==> src/rtl/core/assert_macros.svh <==
// ----------------------------------------------------------------------------
// Assertion macros
// Shared concurrent assertion wrappers for the tone transmitter RTL.
// ----------------------------------------------------------------------------
`ifndef ASSERT_MACROS_SVH
`define ASSERT_MACROS_SVH

// Checked on every rising edge outside of reset.
`define FSK_ASSERT(lbl, clk, rst, prop, msg) \
  lbl: assert property (@(posedge clk) disable iff (rst) (prop)) else $error(msg);

// Checked on every rising edge, reset included.
`define FSK_ASSERT_ALL(lbl, clk, prop, msg) \
  lbl: assert property (@(posedge clk) (prop)) else $error(msg);

`endif

==> src/rtl/core/fsk_pkg.sv <==
// ----------------------------------------------------------------------------
// fsk_pkg
// Types and register indexes shared by the tone transmitter modules.
// ----------------------------------------------------------------------------
package fsk_pkg;

  localparam int unsigned CfgIndexW = 3;
  localparam int unsigned CfgDataW  = 10;

  typedef logic [CfgIndexW-1:0] cfg_index_t;

  localparam cfg_index_t REG_HIGH_HALF   = 3'd0;
  localparam cfg_index_t REG_LOW_HALF    = 3'd1;
  localparam cfg_index_t REG_HIGH_CYCLES = 3'd2;
  localparam cfg_index_t REG_LOW_CYCLES  = 3'd3;
  localparam cfg_index_t REG_EVEN_ADDEND = 3'd4;
  localparam cfg_index_t REG_ODD_ADDEND  = 3'd5;

  typedef struct packed {
    logic       kind;
    logic [7:0] payload;
  } item_t;

  typedef struct packed {
    logic tone_out;
    logic busy_res;
    logic frame_done;
    logic dropped;
  } result_t;

  typedef struct packed {
    logic [9:0] high_half_period;
    logic [9:0] low_half_period;
    logic [4:0] high_cycles;
    logic [4:0] low_cycles;
    logic [7:0] even_addend;
    logic [7:0] odd_addend;
  } cfg_t;

endpackage

==> src/rtl/core/fsk_cfg_regs.sv <==
// ----------------------------------------------------------------------------
// fsk_cfg_regs
// Configuration register file; writes to unused indexes are ignored.
// ----------------------------------------------------------------------------
module fsk_cfg_regs (
  input  logic                  clk,
  input  logic                  rst,
  input  logic                  cfg_valid,
  output logic                  cfg_ready,
  input  fsk_pkg::cfg_index_t   cfg_index,
  input  logic [fsk_pkg::CfgDataW-1:0] cfg_data,
  output fsk_pkg::cfg_t         cfg
);
  import fsk_pkg::*;

  assign cfg_ready = 1'b1;

  always_ff @(posedge clk) begin
    if (rst) begin
      cfg.high_half_period <= 10'd158;
      cfg.low_half_period  <= 10'd317;
      cfg.high_cycles      <= 5'd10;
      cfg.low_cycles       <= 5'd5;
      cfg.even_addend      <= 8'd64;
      cfg.odd_addend       <= 8'd32;
    end else if (cfg_valid && cfg_ready) begin
      unique case (cfg_index)
        REG_HIGH_HALF:   cfg.high_half_period <= cfg_data[9:0];
        REG_LOW_HALF:    cfg.low_half_period  <= cfg_data[9:0];
        REG_HIGH_CYCLES: cfg.high_cycles      <= cfg_data[4:0];
        REG_LOW_CYCLES:  cfg.low_cycles       <= cfg_data[4:0];
        REG_EVEN_ADDEND: cfg.even_addend      <= cfg_data[7:0];
        REG_ODD_ADDEND:  cfg.odd_addend       <= cfg_data[7:0];
        default: ;
      endcase
    end
  end

endmodule

==> src/rtl/core/fsk_tone_core.sv <==
// ----------------------------------------------------------------------------
// fsk_tone_core
// Frame encoder and tone timing state; one accepted word updates the state per cycle, none while accept is low.
// ----------------------------------------------------------------------------
`include "assert_macros.svh"

module fsk_tone_core (
  input  logic              clk,
  input  logic              rst,
  input  logic              accept,
  input  fsk_pkg::item_t    item,
  input  fsk_pkg::cfg_t     cfg,
  output fsk_pkg::result_t  res
);
  import fsk_pkg::*;

  logic [10:0] frame_shift, frame_shift_next;
  logic [3:0]  bits_left, bits_left_next;
  logic [9:0]  tick_count, tick_count_next;
  logic [5:0]  toggles_left, toggles_left_next;
  logic        pin_level, pin_level_next;
  logic        sending, sending_next;
  logic        done, drop;

  logic [7:0]  addend;
  logic [7:0]  msg;
  logic [10:0] frame_new;
  logic [10:0] frame_shifted;
  logic [9:0]  tick_dec;
  logic [5:0]  tog_dec;
  logic [3:0]  bits_dec;

  function automatic logic [9:0] half_for(input logic b, input cfg_t c);
    logic [9:0] h;
    h = b ? c.high_half_period : c.low_half_period;
    return (h == 10'd0) ? 10'd1 : h;
  endfunction

  function automatic logic [5:0] toggles_for(input logic b, input cfg_t c);
    logic [4:0] n;
    n = b ? c.high_cycles : c.low_cycles;
    if (n == 5'd0) n = 5'd1;
    return {n, 1'b0};
  endfunction

  // even popcount -> even addend
  assign addend        = (^item.payload) ? cfg.odd_addend : cfg.even_addend;
  assign msg           = item.payload + addend;
  assign frame_new     = {1'b1, 1'b1, msg, 1'b0};
  assign frame_shifted = {1'b0, frame_shift[10:1]};
  assign tick_dec      = tick_count - 10'd1;
  assign tog_dec       = toggles_left - 6'd1;
  assign bits_dec      = bits_left - 4'd1;

  always_comb begin
    frame_shift_next  = frame_shift;
    bits_left_next    = bits_left;
    tick_count_next   = tick_count;
    toggles_left_next = toggles_left;
    pin_level_next    = pin_level;
    sending_next      = sending;
    done              = 1'b0;
    drop              = 1'b0;
    if (item.kind) begin
      if (sending) begin
        drop = 1'b1;
      end else begin
        frame_shift_next  = frame_new;
        bits_left_next    = 4'd11;
        sending_next      = 1'b1;
        tick_count_next   = half_for(frame_new[0], cfg);
        toggles_left_next = toggles_for(frame_new[0], cfg);
      end
    end else if (sending) begin
      tick_count_next = tick_dec;
      if (tick_dec == 10'd0) begin
        pin_level_next    = ~pin_level;
        toggles_left_next = tog_dec;
        if (tog_dec == 6'd0) begin
          // bit finished: pin back to low, next frame bit
          pin_level_next   = 1'b0;
          frame_shift_next = frame_shifted;
          bits_left_next   = bits_dec;
          if (bits_dec == 4'd0) begin
            sending_next    = 1'b0;
            done            = 1'b1;
            tick_count_next = 10'd0;
          end else begin
            tick_count_next   = half_for(frame_shifted[0], cfg);
            toggles_left_next = toggles_for(frame_shifted[0], cfg);
          end
        end else begin
          tick_count_next = half_for(frame_shift[0], cfg);
        end
      end
    end
  end

  always_ff @(posedge clk) begin
    if (rst) begin
      frame_shift  <= '0;
      bits_left    <= '0;
      tick_count   <= '0;
      toggles_left <= '0;
      pin_level    <= 1'b0;
      sending      <= 1'b0;
    end else if (accept) begin
      frame_shift  <= frame_shift_next;
      bits_left    <= bits_left_next;
      tick_count   <= tick_count_next;
      toggles_left <= toggles_left_next;
      pin_level    <= pin_level_next;
      sending      <= sending_next;
    end
  end

  assign res.tone_out   = pin_level_next;
  assign res.busy_res   = sending_next;
  assign res.frame_done = done;
  assign res.dropped    = drop;

  `FSK_ASSERT(a_busy_bits, clk, rst, (sending == (bits_left != 4'd0)), "busy flag and bit count disagree")
  `FSK_ASSERT(a_idle_pin_low, clk, rst, (!sending |-> !pin_level), "pin high while idle")
  `FSK_ASSERT(a_drop_keeps_frame, clk, rst, (accept && item.kind && sending |=> $stable(frame_shift) && $stable(tick_count)), "dropped send changed the frame")

endmodule

==> src/rtl/core/fsk_out_buf.sv <==
// ----------------------------------------------------------------------------
// fsk_out_buf
// Two-entry output register with skid slot for result words.
// ----------------------------------------------------------------------------
module fsk_out_buf (
  input  logic              clk,
  input  logic              rst,
  input  logic              push,
  input  fsk_pkg::result_t  push_word,
  output logic              full,
  output logic              valid,
  input  logic              stall,
  output fsk_pkg::result_t  head
);
  import fsk_pkg::*;

  result_t    tail;
  logic [1:0] count;
  logic       pop;

  assign valid = (count != 2'd0);
  assign full  = (count == 2'd2);
  assign pop   = valid && !stall;

  always_ff @(posedge clk) begin
    if (rst) begin
      count <= 2'd0;
    end else begin
      unique case ({push, pop})
        2'b10:   count <= count + 2'd1;
        2'b01:   count <= count - 2'd1;
        default: count <= count;
      endcase
    end
  end

  always_ff @(posedge clk) begin
    unique case ({push, pop})
      2'b10: begin
        if (count == 2'd0) head <= push_word;
        else               tail <= push_word;
      end
      2'b01: begin
        head <= tail;
      end
      2'b11: begin
        if (count == 2'd1) begin
          head <= push_word;
        end else begin
          head <= tail;
          tail <= push_word;
        end
      end
      default: ;
    endcase
  end

endmodule

==> src/rtl/core/fsk_serial_tone_transmitter.sv <==
// ----------------------------------------------------------------------------
// fsk_serial_tone_transmitter
// FSK serial transmitter: parity-adjusted byte sent as an 11-bit tone frame.
// ----------------------------------------------------------------------------
//   channel  | handshake               | word
//   ---------+-------------------------+---------------------------------------
//   item     | item_valid / item_stall | kind, payload (tick or byte to send)
//   result   | result_valid / result_stall | tone_out, busy_res, frame_done, dropped
//   cfg      | cfg_valid / cfg_ready   | cfg_index, cfg_data
//
// One item word per cycle unless stalled; each yields one registered result word.
// The state update for a word is a single pass through the tone core.
// Results sit in a two-word output buffer; item_stall rises only when it is full.
// Reset (rst, synchronous) clears the frame state and loads register defaults.
// cfg_ready is always high.
// ----------------------------------------------------------------------------
module fsk_serial_tone_transmitter (
  input  logic                          clk,
  input  logic                          rst,
  input  logic                          item_valid,
  output logic                          item_stall,
  input  fsk_pkg::item_t                item,
  output logic                          result_valid,
  input  logic                          result_stall,
  output fsk_pkg::result_t              result,
  input  logic                          cfg_valid,
  output logic                          cfg_ready,
  input  fsk_pkg::cfg_index_t           cfg_index,
  input  logic [fsk_pkg::CfgDataW-1:0]  cfg_data
);
  import fsk_pkg::*;

  cfg_t    cfg;
  result_t res;
  logic    accept;
  logic    full;

  assign item_stall = full;
  assign accept     = item_valid && !item_stall;

  fsk_cfg_regs u_cfg (
    .clk       (clk),
    .rst       (rst),
    .cfg_valid (cfg_valid),
    .cfg_ready (cfg_ready),
    .cfg_index (cfg_index),
    .cfg_data  (cfg_data),
    .cfg       (cfg)
  );

  fsk_tone_core u_core (
    .clk    (clk),
    .rst    (rst),
    .accept (accept),
    .item   (item),
    .cfg    (cfg),
    .res    (res)
  );

  fsk_out_buf u_obuf (
    .clk       (clk),
    .rst       (rst),
    .push      (accept),
    .push_word (res),
    .full      (full),
    .valid     (result_valid),
    .stall     (result_stall),
    .head      (result)
  );

endmodule

==> config.mk <==
export PLATFORM = sky130hd
export DESIGN_NAME = fsk_serial_tone_transmitter
export DESIGN_NICKNAME = d
export VERILOG_FILES = /design/src/rtl/core/fsk_pkg.sv /design/src/rtl/core/fsk_cfg_regs.sv /design/src/rtl/core/fsk_tone_core.sv /design/src/rtl/core/fsk_out_buf.sv /design/src/rtl/core/fsk_serial_tone_transmitter.sv
export VERILOG_INCLUDE_DIRS = /design/src /design/src/rtl/core
export SDC_FILE = /design/constraint.sdc
export NUM_CORES = 1
export LEC_CHECK = 0
export ABC_AREA = 0
export BUFFER_PORTS_ARGS = -buffer_cell sky130_fd_sc_hd__buf_4
export CAP_MARGIN = 25
export CORE_UTILIZATION = 35
export CTS_CLUSTER_DIAMETER = 200
export CTS_CLUSTER_SIZE = 14
export DETAILED_ROUTE_END_ITERATION = 10
export SLEW_MARGIN = 15
export SYNTH_ARGS = -nofsm -noshare
export SYNTH_HDL_FRONTEND = slang
export SYNTH_SLANG_ARGS = --single-unit
==> constraint.sdc <==
create_clock -name clk -period 4.4 [get_ports clk]
set_input_delay 0.88 -clock clk [delete_from_list [all_inputs] [get_ports clk]]
set_output_delay 0.88 -clock clk [all_outputs]
set_load 0.05 [all_outputs]
==> summary.md <==
| Metric | Value |
|---|---|
| Outcome | `finished, final reports clean` |
| CP most frequent cell | `xnor2_1` |
| Main synth FF type | `dfxtp_1` |
| Slowest cell on the critical path | `fa_1` |
| DRT Wirelength | `11.7 mm` |
| H-tree depth | `3` |
| TritonCTS Buffers | `9` |
| Peak VDD IR | `~150 uV` |
| Fraction of the cycle the final worst path needs | `79.7%` |
| Worst EP arrival | `3770 ps` |
| Vias | `just over 4k` |
| Post-synth top area share | `33.3%` |
| Die W | `120 um` |
| RD Place Congestion | `0.798` |
| Total track usage | `17.3%` |
| Crit path kind | `in2reg` |
| I/O pins | `34` |
| Commonest non-fill, non-tap cell in the layout | `dfxtp_1` |
| Syn. warnings | `0` |
| Lkg Pwr | `2.07 nW` |
| Final Power | `2.45 mW` |
| GR Overflow Total | `0` |
| Fmax | `0.285 GHz` |
| Clk sinks | `89` |
| Final Setup Violations | `0` |
| DIE AREA | `14,400 um^2` |
| Largest net degree at the start of global routing | `68` |
| Worst-path cell chain | `buf_4 -> xnor2_1 -> xnor2_1 -> xnor2_1 -> buf_4 -> mux2_2 -> ha_1 -> fa_1 -> a21o_1 -> a21oi_1 -> o21bai_1 -> a21oi_1 -> xnor2_1 -> mux2i_1 -> a211oi_1` |
| Clk slew on worst S/H paths | `approximately 60 ps` |
| Post-DR vias/cell | `roughly 5.4` |
| Core footprint | `13,400 um^2` |
| Worst Path Buf+Inv | `2` |
| DRC | `0` |
| Hold Path Class | `reg2reg` |
| Area added between synthesis and finish | `14.3%` |
| Flops & latches, synth | `89` |
| Later-pin clock latency in the skew report | `350 ps` |
| Share of layout cells above drive strength 1 | `between 10% and 20%` |
| Gate Count Post-Synth | `555` |
| Max Clock Skew | `5.97 ps` |
| Relative slew slack | `32.0%` |
| Power Density | `440 nW/um^2` |
| WL/cell | `around 15 um` |
| Global-route wire length before repair | `19.8 mm` |
| Post-synth EDFFs | `8` |
| Crit-path max FO | `8` |
| Antenna violations before repair | `0` |
| CTS tree | `done` |
| Fin nets | `629` |
| Ys async rst share | `0%` |
| Max incr delay on CP | `~400 ps` |
| Sequential area share after synthesis | `38.3%` |
| Commonest non-fill, non-tap cells in the layout | `dfxtp_1, nor2_1, nand2_1, mux2i_1, buf_4` |
| Fin crit period | `3510 ps` |
| Setup TNS | `0 ps` |
| Final ANT Viol Nets | `0` |
| Initial Util | `36.3%` |
| Max-slew violations | `0` |
| Post-synth top area cell | `dfxtp_1` |
| Clock Path Buffers | `2` |
| Buffers on Ports | `32` |
| Worst-margin pin slew | `1020 ps` |
| Required @ worst endpoint | `4660 ps` |
| Initial DRC Count | `220` |
| # diodes | `0` |
| First-pass iteration count of the detailed router | `4` |
| Clock root buffer | `clkbuf_16` |
| Vias in the first global route | `3,929` |
| Cts repair resizes | `0` |
| Synth cell types | `65` |
| Final Hold Viols | `0` |
| Die height | `120 um` |
| Syn nets | `604` |
| CP Launch Type | `input port` |
| Crit path max-delay family | `compound AO/OA/AOI/OAI gates` |
| RSZ-0062 raised after global routing | `false` |
| HPWL after detailed placement | `about 8.5 mm` |
| Floorplan row count | `42` |
| CP endpoint kind | `flip-flop` |
| Post-CTS Repair Setup Buffers | `0` |
| Hold Buf Count CTS | `0` |
| Top area cells in the synthesized netlist | `dfxtp_1, mux2i_1, nor2_1, ha_1, edfxtp_1` |
| Post-Syn Area | `4860 um^2` |
| Max-Cap Viols | `0` |
| Synth Area per Inst | `8.76 um^2` |
[sequential cells by signal, summed over array words and instances (netlist names), 2 cells and up]
signal and flops:
u_cfg.cfg 46, u_core.frame_shift 11, u_core.tick_count 10, u_core.toggles_left 6
u_core.bits_left 4, u_obuf.head 4, u_obuf.tail 4, u_obuf.count 2
[routing by layer]
metal	track usage [%]	vias to the layer above	wire length, um
met1	22.7	1922	5540
met4	7.50	0	229
met3	2.52	18	407
met5	0	-	0
li1	-	2054	-
met2	28.4	91	5530
[worst paths after layout]
path,startpoint,to,slack [ps],cells past startpoint
worst max-delay path,item[1],u_core.frame_shift[7],890,15
worst min-delay path,u_cfg.cfg[3],u_cfg.cfg[3],470,2
worst max register to register,u_core.tick_count[0],u_obuf.head[3],1190,9
worst min register to register,u_cfg.cfg[3],u_cfg.cfg[3],470,2
[power breakdown]
part	switching, mW	internal (mW)	total (mW)	leakage, nW
Sequential	0.0607	0.905	0.966	0.738
Combinational	0.449	0.298	0.748	1.19
Clock	0.319	0.414	0.733	0.143
[through the flow]
step                hold slack [ps]  setup WS [ps]  utilization [%]  area, um^2  instances
global placement                453            581             39.3        5260        743
floorplan                       434            643                -        4860        555
finish                          466            893             41.5        5560        761
detailed placement              457            523             39.3        5260        743
global route                    479            649             41.5        5560        761
CTS                             466            883             41.4        5540        759
[cell usage after synthesis (6+ instances only)]
cell type,count
dfxtp_1,81
nor2_1,73
nand2_1,55
mux2i_1,47
a21oi_1,37
ha_1,21
o21ai_0,20
inv_1,19
xnor2_1,19
nor3_1,15
a211oi_1,13
clkbuf_1,13
nor4_1,11
a31oi_1,8
edfxtp_1,8
mux2_2,8
nand3_1,7
a2bb2oi_1,6
buf_1,6
xor2_1,6
[cell type report]
type	instances	area [um^2]
Fill cell	1363	7840
Multi-Input combinational cell	422	2830
Sequential cell	89	1860
Timing Repair Buffer	38	285
Clock buffer	12	256
Tap cell	176	220
Inverter	20	75.1
Clock inverter	4	25.0
[worst min-delay path, delay by kind of cell (launching register included)]
kind,cells,cell delay (ps)
AOI/OAI and AO/OA,1,50
DFF,1,310
and+or+nand+nor,1,50
[kinds of logic (layout without fill, tap and decap cells)]
kind of cell / count (synthesis) / count (layout) / share of synthesized area (%)
buf+inv: 44 / 74 / 3.68
compound gates: 124 / 124 / 16.9
xor+xnor: 25 / 25 / 4.50
other cells: 1 / 1 / 0.0771
fa+ha+maj: 22 / 22 / 5.81
mux: 56 / 56 / 11.8
simple gates: 194 / 194 / 19.0
flops: 89 / 89 / 38.3
(Power assumes the default switching activity.)
